### config.mk
export PLATFORM = sky130hd
export DESIGN_NAME = sorted_list_insert_delete
export DESIGN_NICKNAME = d
export VERILOG_FILES = /design/src/design/sli_pkg.sv /design/src/design/sli_ctrl.sv /design/src/design/sli_dpath.sv /design/src/design/sorted_list_insert_delete.sv
export SDC_FILE = /design/constraint.sdc
export NUM_CORES = 2
export LEC_CHECK = 0
export BUFFER_PORTS_ARGS = -buffer_cell sky130_fd_sc_hd__buf_2
export CAP_MARGIN = 5
export CORE_ASPECT_RATIO = 1.2
export CORE_MARGIN = 4
export CORE_UTILIZATION = 35
export DETAILED_ROUTE_END_ITERATION = 16
export PLACE_DENSITY = 0.61
export SLEW_MARGIN = 10
export SYNTH_ARGS = -nofsm -noshare
export SYNTH_HDL_FRONTEND = slang
export SYNTH_HIERARCHICAL = 1
export SYNTH_SLANG_ARGS = --single-unit
### constraint.sdc
create_clock -name clk -period 6.9 [get_ports clk]
set_input_delay 1.035 -clock clk [delete_from_list [all_inputs] [get_ports clk]]
set_output_delay 1.035 -clock clk [all_outputs]
set_load 0.01 [all_outputs]
### src/design/sli_pkg.sv
// Shared types and codes for the sorted list block.
// Used by sli_ctrl, sli_dpath and sorted_list_insert_delete.
package sli_pkg;

  localparam int unsigned FUNC_W   = 2;
  localparam int unsigned STATUS_W = 3;
  localparam int unsigned VALUE_W  = 32;
  localparam int unsigned OCC_W    = 5;
  localparam int unsigned IN_DATA_W  = 32;
  localparam int unsigned OUT_DATA_W = 40;

  typedef enum logic [FUNC_W-1:0] {
    FUNC_INSERT = 2'd0,
    FUNC_DELETE = 2'd1,
    FUNC_DUMP   = 2'd2
  } func_t;

  typedef enum logic [STATUS_W-1:0] {
    ST_INSERTED  = 3'd0,
    ST_DELETED   = 3'd1,
    ST_NOT_FOUND = 3'd2,
    ST_FULL      = 3'd3,
    ST_EMPTY     = 3'd4,
    ST_LISTED    = 3'd5
  } status_t;

  typedef enum logic {
    S_IDLE = 1'b0,
    S_DUMP = 1'b1
  } state_t;

  typedef struct packed {
    logic insert;
    logic remove;
    logic dump_empty;
    logic dump_step;
  } cmd_t;

  typedef struct packed {
    logic slot_free;
    logic count_zero;
    logic dump_last;
  } sts_t;

endpackage

### src/design/sli_ctrl.sv
// Controller for the sorted list: decodes input words and sequences dumps.
// Depends on sli_pkg; drives commands into sli_dpath.
module sli_ctrl (
  input  logic                              clk,
  input  logic                              rst_n,
  input  logic                              in_tvalid,
  output logic                              in_tready,
  input  logic [sli_pkg::FUNC_W-1:0]        in_func,
  input  sli_pkg::sts_t                     sts,
  output sli_pkg::cmd_t                     cmd
);

  sli_pkg::state_t state_r;
  sli_pkg::state_t state_nxt;
  logic            accept;

  assign accept = in_tvalid && in_tready;

  always_comb begin
    state_nxt = state_r;
    case (state_r)
      sli_pkg::S_IDLE: begin
        if (accept && in_func == sli_pkg::FUNC_DUMP && !sts.count_zero) begin
          state_nxt = sli_pkg::S_DUMP;
        end
      end
      sli_pkg::S_DUMP: begin
        if (sts.slot_free && sts.dump_last) begin
          state_nxt = sli_pkg::S_IDLE;
        end
      end
      default: state_nxt = sli_pkg::S_IDLE;
    endcase
  end

  always_comb begin
    in_tready = 1'b0;
    cmd       = '0;
    case (state_r)
      sli_pkg::S_IDLE: begin
        in_tready = sts.slot_free;
        if (accept) begin
          case (in_func)
            sli_pkg::FUNC_INSERT: cmd.insert     = 1'b1;
            sli_pkg::FUNC_DELETE: cmd.remove     = 1'b1;
            sli_pkg::FUNC_DUMP:   cmd.dump_empty = sts.count_zero;
            default:              cmd            = '0;
          endcase
        end
      end
      sli_pkg::S_DUMP: begin
        cmd.dump_step = sts.slot_free;
      end
      default: begin
        in_tready = 1'b0;
        cmd       = '0;
      end
    endcase
  end

  always_ff @(posedge clk) begin
    if (!rst_n) begin
      state_r <= sli_pkg::S_IDLE;
    end else begin
      state_r <= state_nxt;
    end
  end

`ifndef SYNTHESIS
  a_no_ready_in_dump: assert property (@(posedge clk) disable iff (!rst_n)
    state_r == sli_pkg::S_DUMP |-> !in_tready)
    else $error("input ready during dump");
  a_one_cmd: assert property (@(posedge clk) disable iff (!rst_n)
    $onehot0({cmd.insert, cmd.remove, cmd.dump_empty, cmd.dump_step}))
    else $error("more than one command");
  a_dump_enter: assert property (@(posedge clk) disable iff (!rst_n)
    accept && in_func == sli_pkg::FUNC_DUMP && !sts.count_zero |=> state_r == sli_pkg::S_DUMP)
    else $error("dump not entered");
`endif

endmodule

### src/design/sli_dpath.sv
// Datapath for the sorted list: row of compare-and-shift cells, count, result register.
// Depends on sli_pkg; commanded by sli_ctrl.
module sli_dpath #(
  parameter int unsigned CAPACITY = 16
) (
  input  logic                              clk,
  input  logic                              rst_n,
  input  logic signed [sli_pkg::VALUE_W-1:0] in_value,
  input  sli_pkg::cmd_t                     cmd,
  output sli_pkg::sts_t                     sts,
  input  logic                              out_tready,
  output logic                              out_valid,
  output logic [sli_pkg::STATUS_W-1:0]      out_status,
  output logic signed [sli_pkg::VALUE_W-1:0] out_element,
  output logic [sli_pkg::OCC_W-1:0]         out_occ,
  output logic                              out_last
);

  localparam int unsigned CW = $clog2(CAPACITY + 1);
  localparam int unsigned IW = $clog2(CAPACITY);

  logic signed [sli_pkg::VALUE_W-1:0] cells_r   [CAPACITY];
  logic signed [sli_pkg::VALUE_W-1:0] cells_nxt [CAPACITY];
  logic [CW-1:0]                      count_r;
  logic [CW-1:0]                      count_nxt;
  logic [IW-1:0]                      idx_r;
  logic [IW-1:0]                      idx_nxt;
  logic                               out_valid_r;
  logic                               out_valid_nxt;
  logic [sli_pkg::STATUS_W-1:0]       status_r;
  logic [sli_pkg::STATUS_W-1:0]       status_nxt;
  logic signed [sli_pkg::VALUE_W-1:0] element_r;
  logic signed [sli_pkg::VALUE_W-1:0] element_nxt;
  logic [CW-1:0]                      occ_r;
  logic [CW-1:0]                      occ_nxt;
  logic                               last_r;
  logic                               last_nxt;
  logic [CAPACITY-1:0]                lt;
  logic [CAPACITY-1:0]                eq;
  logic [CAPACITY-1:0]                hit_seen;
  logic                               full;
  logic                               found;
  logic                               dump_last;
  logic [CW-1:0]                      count_m1;
  logic [CW+sli_pkg::OCC_W-1:0]       occ_ext;

  assign full      = count_r >= CW'(CAPACITY);
  assign count_m1  = count_r - CW'(1);
  assign dump_last = CW'(idx_r) == count_m1;
  assign found     = hit_seen[CAPACITY-1];

  assign sts.slot_free  = !out_valid_r || out_tready;
  assign sts.count_zero = count_r == '0;
  assign sts.dump_last  = dump_last;

  always_comb begin
    for (int i = 0; i < CAPACITY; i++) begin
      lt[i] = (CW'(i) < count_r) && (cells_r[i] < in_value);
      eq[i] = (CW'(i) < count_r) && (cells_r[i] == in_value);
    end
    hit_seen[0] = eq[0];
    for (int i = 1; i < CAPACITY; i++) begin
      hit_seen[i] = hit_seen[i-1] | eq[i];
    end
  end

  always_comb begin
    for (int i = 0; i < CAPACITY; i++) begin
      cells_nxt[i] = cells_r[i];
    end
    count_nxt     = count_r;
    idx_nxt       = idx_r;
    out_valid_nxt = out_valid_r && !out_tready;
    status_nxt    = status_r;
    element_nxt   = element_r;
    occ_nxt       = occ_r;
    last_nxt      = last_r;

    if (cmd.insert) begin
      out_valid_nxt = 1'b1;
      element_nxt   = in_value;
      last_nxt      = 1'b1;
      if (full) begin
        status_nxt = sli_pkg::ST_FULL;
        occ_nxt    = count_r;
      end else begin
        if (!lt[0]) begin
          cells_nxt[0] = in_value;
        end
        for (int i = 1; i < CAPACITY; i++) begin
          if (!lt[i]) begin
            if (lt[i-1]) begin
              cells_nxt[i] = in_value;
            end else begin
              cells_nxt[i] = cells_r[i-1];
            end
          end
        end
        count_nxt  = count_r + CW'(1);
        status_nxt = sli_pkg::ST_INSERTED;
        occ_nxt    = count_r + CW'(1);
      end
    end

    if (cmd.remove) begin
      out_valid_nxt = 1'b1;
      element_nxt   = in_value;
      last_nxt      = 1'b1;
      if (count_r == '0) begin
        status_nxt = sli_pkg::ST_EMPTY;
        occ_nxt    = '0;
      end else if (!found) begin
        status_nxt = sli_pkg::ST_NOT_FOUND;
        occ_nxt    = count_r;
      end else begin
        for (int i = 0; i < CAPACITY - 1; i++) begin
          if (hit_seen[i]) begin
            cells_nxt[i] = cells_r[i+1];
          end
        end
        count_nxt  = count_m1;
        status_nxt = sli_pkg::ST_DELETED;
        occ_nxt    = count_m1;
      end
    end

    if (cmd.dump_empty) begin
      out_valid_nxt = 1'b1;
      status_nxt    = sli_pkg::ST_EMPTY;
      element_nxt   = '0;
      occ_nxt       = '0;
      last_nxt      = 1'b1;
    end

    if (cmd.dump_step) begin
      out_valid_nxt = 1'b1;
      status_nxt    = sli_pkg::ST_LISTED;
      element_nxt   = cells_r[0];
      occ_nxt       = count_r;
      last_nxt      = dump_last;
      for (int i = 0; i < CAPACITY - 1; i++) begin
        cells_nxt[i] = cells_r[i+1];
      end
      for (int i = 0; i < CAPACITY; i++) begin
        if (CW'(i) == count_m1) begin
          cells_nxt[i] = cells_r[0];
        end
      end
      idx_nxt = dump_last ? '0 : idx_r + IW'(1);
    end
  end

  always_ff @(posedge clk) begin
    if (!rst_n) begin
      count_r     <= '0;
      idx_r       <= '0;
      out_valid_r <= 1'b0;
    end else begin
      count_r     <= count_nxt;
      idx_r       <= idx_nxt;
      out_valid_r <= out_valid_nxt;
    end
  end

  always_ff @(posedge clk) begin
    for (int i = 0; i < CAPACITY; i++) begin
      cells_r[i] <= cells_nxt[i];
    end
    status_r  <= status_nxt;
    element_r <= element_nxt;
    occ_r     <= occ_nxt;
    last_r    <= last_nxt;
  end

  assign occ_ext     = {{sli_pkg::OCC_W{1'b0}}, occ_r};
  assign out_valid   = out_valid_r;
  assign out_status  = status_r;
  assign out_element = element_r;
  assign out_occ     = occ_ext[sli_pkg::OCC_W-1:0];
  assign out_last    = last_r;

`ifndef SYNTHESIS
  a_count_bound: assert property (@(posedge clk) disable iff (!rst_n)
    count_r <= CW'(CAPACITY))
    else $error("count above capacity");
  a_insert_grows: assert property (@(posedge clk) disable iff (!rst_n)
    cmd.insert && !full |=> count_r == $past(count_r) + CW'(1))
    else $error("insert did not grow the list");
  a_load_needs_slot: assert property (@(posedge clk) disable iff (!rst_n)
    (cmd.insert || cmd.remove || cmd.dump_empty || cmd.dump_step) |-> sts.slot_free)
    else $error("result register overwritten");
  a_idx_bound: assert property (@(posedge clk) disable iff (!rst_n)
    idx_r == '0 || CW'(idx_r) < count_r)
    else $error("dump index beyond list");
`endif

endmodule

### src/design/sorted_list_insert_delete.sv
// Top level of the sorted list block: stream ports around sli_ctrl and sli_dpath.
// Depends on sli_pkg, sli_ctrl and sli_dpath.
//
//   channel  direction  tdata                         tuser        tlast
//   in_      slave      value[31:0]                   func[1:0]    -
//   out_     master     element[31:0], occupancy[36:32] status[2:0] last
//
// Insert and delete act on the shift-cell row directly; the result is registered.
// A dump gives one word per cycle, while the output is not stalled, for each stored value by rotating the cell row.
// The input is held off while a dump runs and while an unread result is stalled.
// Reset clears the count and the result valid; stored values need no reset.
module sorted_list_insert_delete #(
  parameter int unsigned CAPACITY = 16
) (
  input  logic                              clk,
  input  logic                              rst_n,
  input  logic                              in_tvalid,
  output logic                              in_tready,
  input  logic [sli_pkg::IN_DATA_W-1:0]     in_tdata,   // value[31:0]
  input  logic [sli_pkg::FUNC_W-1:0]        in_tuser,   // func[1:0]
  output logic                              out_tvalid,
  input  logic                              out_tready,
  output logic [sli_pkg::OUT_DATA_W-1:0]    out_tdata,  // element[31:0], occupancy[36:32]
  output logic [sli_pkg::STATUS_W-1:0]      out_tuser,  // status[2:0]
  output logic                              out_tlast
);

  sli_pkg::cmd_t                      cmd;
  sli_pkg::sts_t                      sts;
  logic signed [sli_pkg::VALUE_W-1:0] element;
  logic [sli_pkg::OCC_W-1:0]          occ;

  sli_ctrl u_ctrl (
    .clk       (clk),
    .rst_n     (rst_n),
    .in_tvalid (in_tvalid),
    .in_tready (in_tready),
    .in_func   (in_tuser),
    .sts       (sts),
    .cmd       (cmd)
  );

  sli_dpath #(
    .CAPACITY (CAPACITY)
  ) u_dpath (
    .clk         (clk),
    .rst_n       (rst_n),
    .in_value    ($signed(in_tdata)),
    .cmd         (cmd),
    .sts         (sts),
    .out_tready  (out_tready),
    .out_valid   (out_tvalid),
    .out_status  (out_tuser),
    .out_element (element),
    .out_occ     (occ),
    .out_last    (out_tlast)
  );

  assign out_tdata = {3'b000, occ, element};

endmodule
After elaboration in Yosys (flattened, before gate mapping)
Memory sizes are Yosys's and may differ from the RTL's.
Cells that the tools add are included.
{"block": "classes", "muxes": 108, "bitwise": 16, "addsub": 3, "reduce_logical": 48, "n_lt_le_gt_ge": 33, "n_eq_ne": 34}
{"cell": "32-bit two-way mux", "count": 66}
{"cell": "512-bit two-way mux", "count": 3}
{"cell": "480-bit two-way mux", "count": 3}
{"cell": "32-bit == test", "count": 16}
{"cell": "32-bit < comparator", "count": 16}
{"cell": "5-bit two-way mux", "count": 11}
{"cell": "4-bit by 5-bit == test with 1-bit output, first input constant", "count": 8}
{"cell": "4-bit by 5-bit < comparator with 1-bit output, first input constant", "count": 8}
{"cell": "1-bit logical AND", "count": 37}
{"cell": "3-bit by 5-bit == test with 1-bit output, first input constant", "count": 4}
{"cell": "3-bit by 5-bit < comparator with 1-bit output, first input constant", "count": 4}
{"cell": "1-bit two-way mux", "count": 15}
{"cell": "1-bit bitwise OR", "count": 15}
{"cell": "3-bit two-way mux", "count": 4}
{"cell": "2-bit by 5-bit == test with 1-bit output, first input constant", "count": 2}
{"cell": "5-bit zero test", "count": 2}
{"cell": "1-bit by 5-bit < comparator with 1-bit output, first input constant", "count": 2}
{"cell": "2-bit by 5-bit < comparator with 1-bit output, first input constant", "count": 2}
{"cell": "4-bit two-way mux", "count": 2}
{"cell": "5-bit by 1-bit adder with 5-bit output, second input constant", "count": 1}
{"cell": "1-bit by 5-bit == test with 1-bit output, first input constant", "count": 1}
{"cell": "4-bit by 5-bit == test with 1-bit output", "count": 1}
{"cell": "5-bit greater-or-equal comparator, second input constant", "count": 1}
{"cell": "5-bit by 1-bit subtractor with 5-bit output, second input constant", "count": 1}
{"cell": "other kinds (13)", "count": 17}
{"block": "word_totals", "memories": 1, "out_inout_bits": 46, "mem_bits_rw": 512, "register_bits": 52, "input_bits": 38}
{"memory": "u_dpath.cells_r", "depth": 16, "width": 32, "read_ports": 16, "rd_clocked_by_memory_dff": 0, "wr": 16, "line": "sli_dpath.sv:22", "source": "logic signed [sli_pkg::VALUE_W-1:0] cells_r [CAPACITY];"}

Logic depth before layout (Yosys ltp)
An unclocked memory read counts as a cell.
{"block": "depth", "ltp_word": 23, "mapped_depth": 15, "mapped_depth_nobuf": 11}

Cells and area by module
Netlist, hierarchy kept.
{"mod": "sli_dpath", "seq_area_each_um2": 11971.5, "cells_per_inst": 5893, "n_inst": 1, "area_each_um2": 47277.8}
{"mod": "sli_ctrl", "seq_area_each_um2": 20.0, "cells_per_inst": 11, "n_inst": 1, "area_each_um2": 111.4}
{"mod": "sorted_list_insert_delete", "seq_area_each_um2": 0.0, "cells_per_inst": 4, "n_inst": 1, "area_each_um2": 26.3}

Worst setup path before layout
OpenSTA, ideal clock, no wires.
{"block": "synth_path", "kind": "input -> register", "from": "input port in_tdata[31] (netlist name)", "to": "memory u_dpath/cells_r[0][167] (netlist name)", "t_arrival_ps": 4636, "setup_time_ps": 114, "setup_slack_ps": 2150, "n_path_buf": 2, "stages": 13, "required_ps": 6786, "cell_sequence": "clkbuf_1 clkinv_1 ha_1 nand4_1 nor4_1 nand2_1 a21oi_1 nor4_1 a31oi_2 clkbuf_1 mux2_2 a221o_1 a21o_1"}
{"item": "from (decl)", "line": "sorted_list_insert_delete.sv:19", "source": "input logic [sli_pkg::IN_DATA_W-1:0] in_tdata,"}
{"item": "to (decl)", "line": "sli_dpath.sv:22"}

==> impl_results.md <==
- Post-synth EDFFs: 70
- Syn Inst Count: 5908
- Worst path max stage delay: 1.11 ns
- Fin area: 52100 um^2
- Seq/Total Area, Yosys: 0.253
- I/O pin cnt: 84
- Port bufs: 80
- Hold path depth: 2
- Initial DRC count: 5219
- Ys async rst share: 0
- Root Driver: clkbuf_16
- Status: finished, final reports clean
- Total of max-cap violations: 0
- CTS tree: yes
- Hold path start: u_dpath/idx_r[1]
- Worst path cell trace: buf_2 -> clkinv_1 -> buf_4 -> ha_1 -> nand4_1 -> nor4_1 -> nand4_1 -> nand3_1 -> nor4_2 -> nand2_1 -> nand2_1 -> o21ai_0 -> a221oi_1
- Comb power frac: 0.401
- CTS Buf Count: 69
- Sw Share: 0.436
- Min cycle time layout: 5.54 ns
- Die W: 344 um
- Layout fillers: 13700
- Die area: 141000 um^2
- CP Capture Type: register
- CTS resizes: 0
- Routed WL: 199000 um
- Initial cell density of the core: 0.353
- Placeable core region: 134000 um^2
- Setup TNS: 0 ns
- CP Data Arrival Time: 6.04 ns
- Post-DRT Antenna Nets: 0
- Area grow syn2layout: 9.85%
- Power per cell area: 339 nW/um^2
- Gpl congestion: 0.991
- Std-Cell Rows: 147
- Synth Register Bits: 564
- Most frequent cells in the layout: 625 x nand2_1, 613 x a21oi_1, 520 x ha_1
- Worst-Margin Slew: 1.28 ns
- CTS Sinks: 564
- RSZ-0062 raised after global routing: no
- Overflow left after global routing: 0
- CTS H-tree lvls: 3
- First-pass GRT wire length: 296000 um
- Skew final: 0.0332 ns
- Peak fanout along the critical path: 32
- Synthesis Warnings: 6
- Hold Crit Class: register to register
- Primary FF master, synth: dfxtp_1
- Slew Viols, Final: 0
- Area occupied by multi-input gates: 33200 um^2
- Launch point of the worst path: in_tdata[31]
- Clock share of power: 0.217
- DR WL/cell: 26.2 um
- Period utilization: 0.803
- Largest net degree at the start of global routing: 132
- Initial antenna violation count: 14
- Int Pwr: 0.00996 W
- Critical path class: input port to register
- Setup-failing EPs final: 0
- Vias in the first global route: 45600
- Routed length on met2: 88700 um
- Startpoint types: input port
- Layout net count: 6296
- Avg Inst Size Synth: 8.03 um^2
- Max VDD drop: 0.210 mV
- Hpwl dp: 141000 um
- Vias per inst: 6.36
- Cell count of the worst reg-to-reg path: 10
- Fin. Hold Viols: 0
- Slew HR: 0.139
- Post-CTS setup buffers: 0
- Die Height: 411 um
- Drt first pass iters: 8
- CTS Buffer Depth: 3
- F_max: 0.180 GHz
- Static leakage: 22.0 nW
- Worst skew pair latency: 0.67 ns
- Met3 WL: 16800 um
- Sequential power share: 0.382
- Post-synthesis cell type count: 92
- Cell Area, Placed: 49800 um^2
- # DRC: 0
- Worst endpoint required time: 7.39 ns
- Total track usage: 0.269
- Top Metal Used: met5
- Via count: 48200
- Critical-path top delay cell: nor4_1
- Reg-to-Reg Start: u_dpath/cells_r[0][0]
- Register Area: 12000 um^2
- Worst-path clk slew: 0.06 ns
- WL met1: 81000 um
- Sw Pwr: 0.00770 W
- Synthesized area: 47400 um^2
- Hold-fix buffers at CTS: 0
- Share of layout cells above drive strength 1: 0.106
- Most common cell after layout, fill and taps aside: nand2_1
-- metal layers --
layer | vias to the layer above | GRT usage
li1 | 21800 | -
met1 | 23200 | 0.347
met2 | 2529 | 0.431
met3 | 653 | 0.0432
met4 | 6 | 0.145
met5 | - | 0
-- final cells by class --
type / instances / area share
sequential: 564 / 0.230
timing repair buffer: 258 / 0.0350
inverter: 147 / 0.0107
tap: 1788 / 0.0429
clock buffer: 97 / 0.0383
clock inverter: 27 / 0.00516
antenna: 8 / 0.000384
multi-input combinational: 4698 / 0.637
-- power by group through the flow --
stage | clock, W | sequential, W | combinational (W)
global placement | 0 | 0.00672 | 0.00666
detailed placement | 0 | 0.00674 | 0.00688
finish | 0.00383 | 0.00674 | 0.00709
global route | 0.00398 | 0.00688 | 0.00789
floorplan | 0 | 0.00580 | 0.00520
CTS | 0.00387 | 0.00667 | 0.00692
-- registers in the layout, summed over array words and instances, names as in the netlist --
| name | cells |
|---|---|
| u_dpath/cells_r | 512 |
| u_dpath/out_element | 32 |
| u_dpath/count_r | 5 |
| u_dpath/out_occ | 5 |
| u_dpath/idx_r | 4 |
| u_dpath/out_status | 3 |
| u_ctrl/state_r | 1 |
| u_dpath/out_last | 1 |
| u_dpath/out_valid | 1 |
-- kinds of logic after synthesis --
family,count (synthesis),synth area share
compound gates,1990,0.270
simple gates,1530,0.143
buf+inv,648,0.0550
mux,646,0.141
flops,564,0.253
fa+ha+maj,520,0.137
xor+xnor,9,0.00166
other cells,1,0.0000791
-- worst max-delay path, delay by kind of cell --
family	cells	cell delay [ns]
adders and majority gates	1	0.48
buffers and inverters	3	0.83
AOI/OAI and AO/OA	2	0.56
and+or+nand+nor	7	3.09
-- synth_stat cells (32+ instances only) --
cell         n  share of area
a22oi_1     97          0.015
clkbuf_1   388          0.031
o21ai_1     36         0.0038
nand2_1    634          0.050
a211oi_1    97          0.015
nand4_1    118          0.016
ha_1       520           0.14
mux2i_1    488           0.10
a221oi_1    76          0.014
o2bb2ai_1   32         0.0059
a31oi_1     52         0.0069
o221ai_1    72          0.013
o211ai_1    52         0.0082
nor3_1      59         0.0062
nand3_1    177          0.019
mux2_2     156          0.037
o31ai_1    104          0.016
dfxtp_1    494           0.21
nor2_1     420          0.033
a21boi_0    37         0.0059
o21ai_0    440          0.046
edfxtp_1    70          0.044
buf_2       53         0.0056
clkinv_1    33         0.0026
inv_1      113         0.0089
buf_1       42         0.0033
a221o_1     99          0.021
a21o_1      88          0.014
a21oi_1    618          0.065
-- metrics by stage --
step | setup WS, ns | utilization | total power (W) | hold WS, ns | instances
2_1_floorplan | 2.15 | - | 0.0110 | 0.471 | 5910
3_3_place_gp | 1.08 | 0.371 | 0.0134 | 0.503 | 7455
3_5_place_dp | 0.986 | 0.371 | 0.0136 | 0.506 | 7455
4_1_cts | 1.68 | 0.388 | 0.0175 | 0.517 | 7579
5_1_grt | 1.30 | 0.388 | 0.0187 | 0.536 | 7580
6_report | 1.36 | 0.388 | 0.0177 | 0.514 | 7587
-- path summary, 6_finish.rpt --
kind	slack [ns]	end
setup / recovery	1.36	u_dpath/cells_r[1][56]
hold / removal	0.51	u_dpath/idx_r[1]
setup reg to reg	1.60	u_dpath/cells_r[1][187]
hold reg to reg	0.51	u_dpath/idx_r[1]
No activity file was read; power rests on OpenSTA's default activity.
